--- config.mk ---
export PLATFORM = sky130hd
export DESIGN_NAME = scatter_gather_cursor_core
export DESIGN_NICKNAME = d
export VERILOG_FILES = /design/src/rtl/sgc_pkg.sv /design/src/rtl/scatter_gather_cursor_core.sv
export SDC_FILE = /design/constraint.sdc
export NUM_CORES = 2
export LEC_CHECK = 0
export BUFFER_PORTS_ARGS = -buffer_cell sky130_fd_sc_hd__buf_4
export CORE_ASPECT_RATIO = 1.25
export CORE_UTILIZATION = 55
export CTS_CLUSTER_SIZE = 8
export DETAILED_ROUTE_END_ITERATION = 10
export MAX_ROUTING_LAYER = met4
export PLACE_DENSITY = 0.72
export SYNTH_ARGS = -nofsm -noshare
export SYNTH_HDL_FRONTEND = slang
export SYNTH_SLANG_ARGS = --single-unit
--- constraint.sdc ---
create_clock -name aclk -period 9.15 [get_ports aclk]
set_clock_uncertainty 0.2 [all_clocks]
set_input_delay 0.915 -clock aclk [delete_from_list [all_inputs] [get_ports aclk]]
set_output_delay 0.915 -clock aclk [all_outputs]
set_load 0.01 [all_outputs]
--- src/rtl/sgc_pkg.sv ---
`timescale 1ns / 1ps
`default_nettype none
// ============================================================================
// sgc_pkg
// Types and constants shared by the scatter-gather cursor core.
// ============================================================================
package sgc_pkg;

    localparam int NUM_SEGMENTS_DEFAULT = 16;
    localparam int ADDRESS_BITS_DEFAULT = 32;

    localparam int COUNT_W    = 5;
    localparam int INDEX_W    = 4;
    localparam int WORD_W     = 32;
    localparam int S_TDATA_W  = 136;
    localparam int S_TUSER_W  = 2;
    localparam int M_TDATA_W  = 72;
    localparam int M_TUSER_W  = 3;

    typedef enum logic [1:0] {
        CMD_WRITE   = 2'd0,
        CMD_PLACE   = 2'd1,
        CMD_ADVANCE = 2'd2,
        CMD_RETREAT = 2'd3
    } cmd_t;

    typedef enum logic [1:0] {
        ST_OK             = 2'd0,
        ST_NOT_POSITIONED = 2'd1,
        ST_END            = 2'd2
    } status_t;

    typedef enum logic [4:0] {
        S_IDLE  = 5'b00001,
        S_EXEC  = 5'b00010,
        S_WALK  = 5'b00100,
        S_FETCH = 5'b01000,
        S_RESP  = 5'b10000
    } state_t;

endpackage
`default_nettype wire

--- src/rtl/scatter_gather_cursor_core.sv ---
`timescale 1ns / 1ps
`default_nettype none
// ============================================================================
// scatter_gather_cursor_core
// Segment table with a byte cursor that is placed, advanced and retreated.
// ============================================================================
// One command word is taken at a time and answered by one result word. A
// command passes through the states EXEC, FETCH and RESP before its result
// is written to the output register; RESP holds until that register is free.
// A step that crosses segments also stays in WALK between EXEC and FETCH
// while it reads each segment entered or skipped. The walk is paced by the
// segment table, a single memory with one read and one write port read one
// entry per cycle during the walk. The next command is accepted once the
// result is in the output register, even if it has not been taken yet.
// ============================================================================
module scatter_gather_cursor_core #(
    parameter int NUM_SEGMENTS = sgc_pkg::NUM_SEGMENTS_DEFAULT,
    parameter int ADDRESS_BITS = sgc_pkg::ADDRESS_BITS_DEFAULT
) (
    input  wire logic                           aclk,
    input  wire logic                           aresetn,

    input  wire logic                           cfg_wr_en,
    input  wire logic [sgc_pkg::COUNT_W-1:0]    cfg_wr_data,   // segment_count

    input  wire logic                           s_tvalid,
    output logic                                s_tready,
    // segment_index[3:0], base_address[35:4], segment_length[67:36],
    // place_offset[99:68], step_count[131:100], zero pad
    input  wire logic [sgc_pkg::S_TDATA_W-1:0]  s_tdata,
    // command[1:0]
    input  wire logic [sgc_pkg::S_TUSER_W-1:0]  s_tuser,

    output logic                                m_tvalid,
    input  wire logic                           m_tready,
    // byte_address[31:0], current_segment[35:32], offset_in_segment[67:36],
    // zero pad
    output logic [sgc_pkg::M_TDATA_W-1:0]       m_tdata,
    // status[1:0], position_valid[2]
    output logic [sgc_pkg::M_TUSER_W-1:0]       m_tuser
);

    localparam int IDX_W  = (NUM_SEGMENTS > 1) ? $clog2(NUM_SEGMENTS) : 1;
    localparam int UW_RAW = $clog2(NUM_SEGMENTS + 1);
    localparam int UW     = (UW_RAW > sgc_pkg::COUNT_W) ? UW_RAW : sgc_pkg::COUNT_W;
    localparam int OW     = (IDX_W > sgc_pkg::INDEX_W) ? IDX_W : sgc_pkg::INDEX_W;
    localparam int WW     = sgc_pkg::WORD_W;
    localparam logic [WW-1:0] ADDR_MASK = (ADDRESS_BITS >= WW) ? {WW{1'b1}} :
        WW'((64'd1 << ADDRESS_BITS) - 64'd1);
    localparam logic [UW-1:0] NUM_U = UW'(NUM_SEGMENTS);

    sgc_pkg::state_t  state_reg, state_next;
    sgc_pkg::cmd_t    cmd_reg;
    sgc_pkg::status_t status_reg, status_next;

    logic [sgc_pkg::INDEX_W-1:0] idx_reg;
    logic [WW-1:0]               base_in_reg;
    logic [WW-1:0]               len_in_reg;
    logic [WW-1:0]               place_reg;
    logic [WW-1:0]               steps_reg, steps_next;
    logic [sgc_pkg::COUNT_W-1:0] count_reg;
    logic [IDX_W-1:0]            cur_seg_reg, cur_seg_next;
    logic [WW-1:0]               cur_off_reg, cur_off_next;
    logic                        cur_valid_reg, cur_valid_next;
    logic [UW-1:0]               walk_reg, walk_next;

    logic                        m_valid_reg;
    logic [sgc_pkg::M_TDATA_W-1:0] m_tdata_reg;
    logic [sgc_pkg::M_TUSER_W-1:0] m_tuser_reg;

    logic [2*WW-1:0] seg_mem [NUM_SEGMENTS];
    logic [2*WW-1:0] rd_data_reg;
    logic            wr_en;
    logic [UW-1:0]   rd_sel;
    logic [IDX_W-1:0] rd_addr;

    logic [UW-1:0]   used;
    logic [UW-1:0]   cfg_used;
    logic [UW-1:0]   idx_u;
    logic [UW-1:0]   cur_u;
    logic [UW-1:0]   walk_inc;
    logic [WW-1:0]   rd_len;
    logic [WW-1:0]   rd_base;
    logic [WW-1:0]   room;
    logic [WW-1:0]   out_addr;
    logic [OW-1:0]   cur_seg_ext;
    logic            accept;
    logic            out_free;

    assign accept   = s_tvalid && s_tready;
    assign out_free = !m_valid_reg || m_tready;
    assign s_tready = (state_reg == sgc_pkg::S_IDLE);

    assign used     = (UW'(count_reg) > NUM_U) ? NUM_U : UW'(count_reg);
    assign cfg_used = (UW'(cfg_wr_data) > NUM_U) ? NUM_U : UW'(cfg_wr_data);
    assign idx_u    = UW'(idx_reg);
    assign cur_u    = UW'(cur_seg_reg);
    assign walk_inc = walk_reg + UW'(1);
    assign rd_len   = rd_data_reg[WW-1:0];
    assign rd_base  = rd_data_reg[2*WW-1:WW];
    assign room     = rd_len - cur_off_reg;
    assign rd_addr  = rd_sel[IDX_W-1:0];
    assign out_addr = (rd_base + cur_off_reg) & ADDR_MASK;
    assign cur_seg_ext = OW'(cur_seg_reg);

    always_comb begin
        state_next     = state_reg;
        status_next    = status_reg;
        steps_next     = steps_reg;
        cur_seg_next   = cur_seg_reg;
        cur_off_next   = cur_off_reg;
        cur_valid_next = cur_valid_reg;
        walk_next      = walk_reg;
        wr_en          = 1'b0;
        rd_sel         = cur_u;

        unique case (state_reg)
            sgc_pkg::S_IDLE: begin
                if (cfg_wr_en && cur_valid_reg && (cur_u >= cfg_used)) begin
                    cur_valid_next = 1'b0;
                    cur_seg_next   = '0;
                    cur_off_next   = '0;
                end
                if (accept) begin
                    steps_next = s_tdata[131:100];
                    if (sgc_pkg::cmd_t'(s_tuser[1:0]) == sgc_pkg::CMD_PLACE) begin
                        rd_sel = UW'(s_tdata[3:0]);
                    end
                    state_next = sgc_pkg::S_EXEC;
                end
            end

            sgc_pkg::S_EXEC: begin
                status_next = sgc_pkg::ST_OK;
                state_next  = sgc_pkg::S_FETCH;
                unique case (cmd_reg)
                    sgc_pkg::CMD_WRITE: begin
                        if (idx_u < NUM_U) begin
                            wr_en = 1'b1;
                            if (cur_valid_reg && (cur_u == idx_u)) begin
                                cur_valid_next = 1'b0;
                                cur_seg_next   = '0;
                                cur_off_next   = '0;
                            end
                        end
                    end
                    sgc_pkg::CMD_PLACE: begin
                        if ((idx_u < used) && (place_reg < rd_len)) begin
                            cur_seg_next   = idx_u[IDX_W-1:0];
                            cur_off_next   = place_reg;
                            cur_valid_next = 1'b1;
                        end else begin
                            cur_valid_next = 1'b0;
                            cur_seg_next   = '0;
                            cur_off_next   = '0;
                            status_next    = sgc_pkg::ST_NOT_POSITIONED;
                        end
                    end
                    sgc_pkg::CMD_ADVANCE, sgc_pkg::CMD_RETREAT: begin
                        priority if (!cur_valid_reg) begin
                            status_next = sgc_pkg::ST_NOT_POSITIONED;
                        end else if (steps_reg == '0) begin
                            status_next = sgc_pkg::ST_OK;
                        end else if (cmd_reg == sgc_pkg::CMD_ADVANCE) begin
                            if (steps_reg < room) begin
                                cur_off_next = cur_off_reg + steps_reg;
                            end else begin
                                steps_next = steps_reg - room;
                                walk_next  = cur_u + UW'(1);
                                if ((cur_u + UW'(1)) >= used) begin
                                    cur_valid_next = 1'b0;
                                    cur_seg_next   = '0;
                                    cur_off_next   = '0;
                                    status_next    = sgc_pkg::ST_END;
                                end else begin
                                    rd_sel     = cur_u + UW'(1);
                                    state_next = sgc_pkg::S_WALK;
                                end
                            end
                        end else begin
                            if (steps_reg <= cur_off_reg) begin
                                cur_off_next = cur_off_reg - steps_reg;
                            end else begin
                                steps_next = steps_reg - cur_off_reg - WW'(1);
                                walk_next  = cur_u - UW'(1);
                                if (cur_u == '0) begin
                                    cur_valid_next = 1'b0;
                                    cur_seg_next   = '0;
                                    cur_off_next   = '0;
                                    status_next    = sgc_pkg::ST_END;
                                end else begin
                                    rd_sel     = cur_u - UW'(1);
                                    state_next = sgc_pkg::S_WALK;
                                end
                            end
                        end
                    end
                    default: begin
                        state_next = sgc_pkg::S_FETCH;
                    end
                endcase
            end

            sgc_pkg::S_WALK: begin
                if (steps_reg < rd_len) begin
                    cur_seg_next = walk_reg[IDX_W-1:0];
                    cur_off_next = (cmd_reg == sgc_pkg::CMD_RETREAT) ?
                                   (rd_len - WW'(1) - steps_reg) : steps_reg;
                    rd_sel       = walk_reg;
                    state_next   = sgc_pkg::S_FETCH;
                end else begin
                    steps_next = steps_reg - rd_len;
                    if (cmd_reg == sgc_pkg::CMD_RETREAT) begin
                        if (walk_reg == '0) begin
                            cur_valid_next = 1'b0;
                            cur_seg_next   = '0;
                            cur_off_next   = '0;
                            status_next    = sgc_pkg::ST_END;
                            state_next     = sgc_pkg::S_FETCH;
                        end else begin
                            walk_next = walk_reg - UW'(1);
                            rd_sel    = walk_reg - UW'(1);
                        end
                    end else begin
                        if (walk_inc >= used) begin
                            cur_valid_next = 1'b0;
                            cur_seg_next   = '0;
                            cur_off_next   = '0;
                            status_next    = sgc_pkg::ST_END;
                            state_next     = sgc_pkg::S_FETCH;
                        end else begin
                            walk_next = walk_inc;
                            rd_sel    = walk_inc;
                        end
                    end
                end
            end

            sgc_pkg::S_FETCH: begin
                state_next = sgc_pkg::S_RESP;
            end

            sgc_pkg::S_RESP: begin
                if (out_free) begin
                    state_next = sgc_pkg::S_IDLE;
                end
            end

            default: begin
                state_next = sgc_pkg::S_IDLE;
            end
        endcase
    end

    // segment table: {base, length} per entry
    always_ff @(posedge aclk) begin
        if (wr_en) begin
            seg_mem[idx_u[IDX_W-1:0]] <= {base_in_reg, len_in_reg};
        end
        rd_data_reg <= seg_mem[rd_addr];
    end

    always_ff @(posedge aclk) begin
        if (accept) begin
            cmd_reg     <= sgc_pkg::cmd_t'(s_tuser[1:0]);
            idx_reg     <= s_tdata[3:0];
            base_in_reg <= s_tdata[35:4];
            len_in_reg  <= s_tdata[67:36];
            place_reg   <= s_tdata[99:68];
        end
        steps_reg <= steps_next;
        walk_reg  <= walk_next;
        if ((state_reg == sgc_pkg::S_RESP) && out_free) begin
            m_tuser_reg <= {cur_valid_reg, status_reg};
            if (cur_valid_reg) begin
                m_tdata_reg <= {4'd0, cur_off_reg, cur_seg_ext[3:0], out_addr};
            end else begin
                m_tdata_reg <= '0;
            end
        end
    end

    always_ff @(posedge aclk) begin
        if (!aresetn) begin
            state_reg     <= sgc_pkg::S_IDLE;
            status_reg    <= sgc_pkg::ST_OK;
            count_reg     <= '0;
            cur_seg_reg   <= '0;
            cur_off_reg   <= '0;
            cur_valid_reg <= 1'b0;
            m_valid_reg   <= 1'b0;
        end else begin
            state_reg     <= state_next;
            status_reg    <= status_next;
            cur_seg_reg   <= cur_seg_next;
            cur_off_reg   <= cur_off_next;
            cur_valid_reg <= cur_valid_next;
            if (cfg_wr_en) begin
                count_reg <= cfg_wr_data;
            end
            if ((state_reg == sgc_pkg::S_RESP) && out_free) begin
                m_valid_reg <= 1'b1;
            end else if (m_tready) begin
                m_valid_reg <= 1'b0;
            end
        end
    end

    assign m_tvalid = m_valid_reg;
    assign m_tdata  = m_tdata_reg;
    assign m_tuser  = m_tuser_reg;

    a_cursor_in_range: assert property (@(posedge aclk) disable iff (!aresetn)
        cur_valid_reg |-> (cur_u < used))
        else $error("cursor outside segments in use");

    a_walk_in_range: assert property (@(posedge aclk) disable iff (!aresetn)
        (state_reg == sgc_pkg::S_WALK) |-> (walk_reg < used))
        else $error("walk index outside segments in use");

    a_accept_exec: assert property (@(posedge aclk) disable iff (!aresetn)
        accept |=> (state_reg == sgc_pkg::S_EXEC))
        else $error("accepted word not executed");

    a_end_invalid: assert property (@(posedge aclk) disable iff (!aresetn)
        (m_tvalid && (m_tuser[1:0] == sgc_pkg::ST_END)) |-> !m_tuser[2])
        else $error("end of list with valid position");

endmodule
`default_nettype wire
==> results_dict.tcl <==
set metrics [dict create \
    synth-compound-area-share_pct 9.85 \
    tns_ns 0 \
    path_class "flop to flop" \
    syn_area_um2 66900 \
    setup_viol 0 \
    synth.area.top_cells "edfxtp_1 55%, mux2i_1 15%, ha_1 5.7%, dfxtp_1 3.4%, a21oi_1 1.9%" \
    drc_errors 0 \
    cp_num_buf_inv 5 \
    grt_overflow 0 \
    maxSlewViolCount 0 \
    grt_pass1_vias 42700 \
    final_nets 5773 \
    slew_headroom_pct 12.2 \
    hold_viol_final 0 \
    multiInputGateArea_um2 25700 \
    ys_dominant_reg_cell "edfxtp_1" \
    syn_avg_cell_area_um2 13.4 \
    hold_path_depth 1 \
    min_period_over_period_pct 91.7 \
    start_util_pct 55.6 \
    cts.clk_slew.worst_paths_ns 0.05 \
    worstPathMaxFanout 26 \
    synth_area_leader_cell "edfxtp_1" \
    port_buffers 216 \
    dp_hpwl_mm 124 \
    final_area_um2 76500 \
    gp_congestion 1.00 \
    largest_reg_flops 1024 \
    async_flop_share_pct 0 \
    ir_drop_mv 0.192 \
    synth-seq-area-share_pct 58.8 \
    crit_slowest_cell "dfxtp_1" \
    dieHeight_um 392 \
    fin_ws_ns 0.756 \
    rsz0062_at_grt "no" \
    yosys.area_share.xor_xnor_pct 2.42 \
    postRouteAntennaNets 0 \
    cts_max_path_buffers 3 \
    drtIter0Drc 3804 \
    cp-end-kind "flop" \
    synth_cells 4992 \
    placeableCoreArea_um2 120000 \
    ioPinCount 225 \
    synthToLayoutAreaGrowth_pct 14.3 \
    leakagePower_nw 27.1 \
    htreeDepth 4 \
    crit_required_ns 9.63 \
    routed_wl_mm 189 \
    worstSetupPathDepth 32 \
    worstSetupStartpointType "flop" \
    cp_slowest_stage_delay_ns 0.71 \
    worst_ep_arrival_time_ns 8.88 \
    fin_crit_ns 8.39 \
    postLayoutCoreUtil_pct 63.6 \
    placed_cell_area_um2 71000 \
    outcome "complete, no violations" \
    cts_resized 0 \
    yosys-top-cells-count "1234 x edfxtp_1, 974 x mux2i_1, 303 x ha_1" \
    wl_per_cell_um 26.7 \
    vias 43400 \
    synth_cell_types 86 \
    post_cts_buffers 0 \
    drive_above_1_share_pct 11.7 \
    crit_family "compound AO/OA/AOI/OAI gates" \
    synth_top_family_by_area "multiplexers" \
    grt_first_pass_wirelength_mm 273 \
    worst_slew_pin_slew_ns 1.30 \
    synth_fa_ha_area_share_pct 5.84 \
    clock_latency_ns 0.84 \
    grt_max_degree 72 \
    die_w_um 314 \
    holdWs_ns 0.0756 \
    reg2regPathDepth 32 \
    cts_num_sinks 1348 \
    cellPowerDensity_nw_per_um2 295 \
    maxCapViolations 0 \
    antenna_found_initial 3 \
    synth_edf_count 1234 \
    synth_warnings 0 \
    grt_use_total_pct 31.4 \
    stdcell_count 7057 \
    first_pass_iters 6 \
    yosysTopAreaCellShare_pct 55.4 \
    synth-seq-cells 1348 \
    root_buffer "clkbuf_16" \
    nFillCells 8992 \
    placed_cells 6711 \
    synth_most_common_cell "edfxtp_1" \
    cts_buffers 187 \
    cts_tree "yes" \
    dp_slack_ns 0.966 \
    num_rows 142 \
    die_area_um2 123000 \
    min-delay-path-class "input port to flop" \
    finalPower_mw 22.5 \
    cts_hold_buffers 0 \
    synthSimpleGateAreaFrac_pct 5.43 \
    regArea_um2 39300 \
    drt-vias-per-instance 6.15 \
    muxShareOfSynthArea_pct 14.6 \
    max_clock_freq_ghz 0.119 \
]
[final timing paths]
check                               startpoint              end  slack (ns)
worst max-delay path            rd_data_reg[1]   rd_data_reg[8]        0.76
worst min-delay path               s_tdata[24]  base_in_reg[20]        0.08
worst max register to register  rd_data_reg[1]   rd_data_reg[8]        0.76
worst min register to register   status_reg[1]       m_tuser[1]        0.23
[final cells by class]
type | count | share of cell area [%]
Tap cell | 1584 | 2.59
Clock buffer | 329 | 6.88
Multi-Input combinational cell | 3232 | 33.6
Timing Repair Buffer | 374 | 4.29
Antenna cell | 3 | 0.00981
Sequential cell | 1348 | 51.4
Inverter | 173 | 0.849
Clock inverter | 14 | 0.347
[per-layer routing]
| metal | share of wire [%] | up-vias | GRT usage (%) |
|---|---|---|---|
| met2 | 47 | 1823 | 49.7 |
| met3 | 7.4 | 479 | 5.69 |
| met4 | 5.9 | 0 | 17.1 |
| li1 | - | 19700 | - |
| met1 | 39 | 21400 | 38.1 |
| met5 | 0 | - | - |
[kinds of logic (layout without fill, tap and decap cells)]
logic type,Yosys count,count (layout)
flip-flops,1348,1348
AND/OR/NAND/NOR,768,768
buffers and inverters,415,890
adder cells (fa/ha/maj),309,309
XOR/XNOR,185,185
other,1,7
AO/OA/AOI/OAI,992,992
multiplexers,974,974
[where the power goes]
group	leakage [nW]	switching (mW)	internal [mW]
Clock	2.62	2.58	3.90
Combinational	12.3	4.87	3.48
Sequential	12.1	0.562	7.14
Total	27.1	8.01	14.5
[worst reg2reg max path: cells and delay by family, from the launching register on]
kind / cells / cell delay (ns)
muxes: 2 / 0.38
AOI/OAI and AO/OA: 17 / 4.28
and+or+nand+nor: 6 / 0.94
adders and majority gates: 2 / 0.71
DFF: 1 / 0.71
buffers and inverters: 5 / 1.08
[layout by cell type, fill, tap and decap left out, types with 47 or more instances in the layout]
master,netlist,final
inv_1,169,169
xnor2_1,110,110
ha_1,303,303
nor3_1,54,50
o21ai_0,182,181
dfxtp_1,114,114
buf_4,51,336
a21oi_1,258,258
nand2_1,175,174
a21o_1,131,131
nand2b_1,50,50
clkbuf_1,105,139
o21bai_1,47,47
clkbuf_16,0,189
edfxtp_1,1234,1234
mux2i_1,974,974
nor2_1,265,249
xor2_1,75,75
Note: power is estimated with default switching activity, not from simulation.
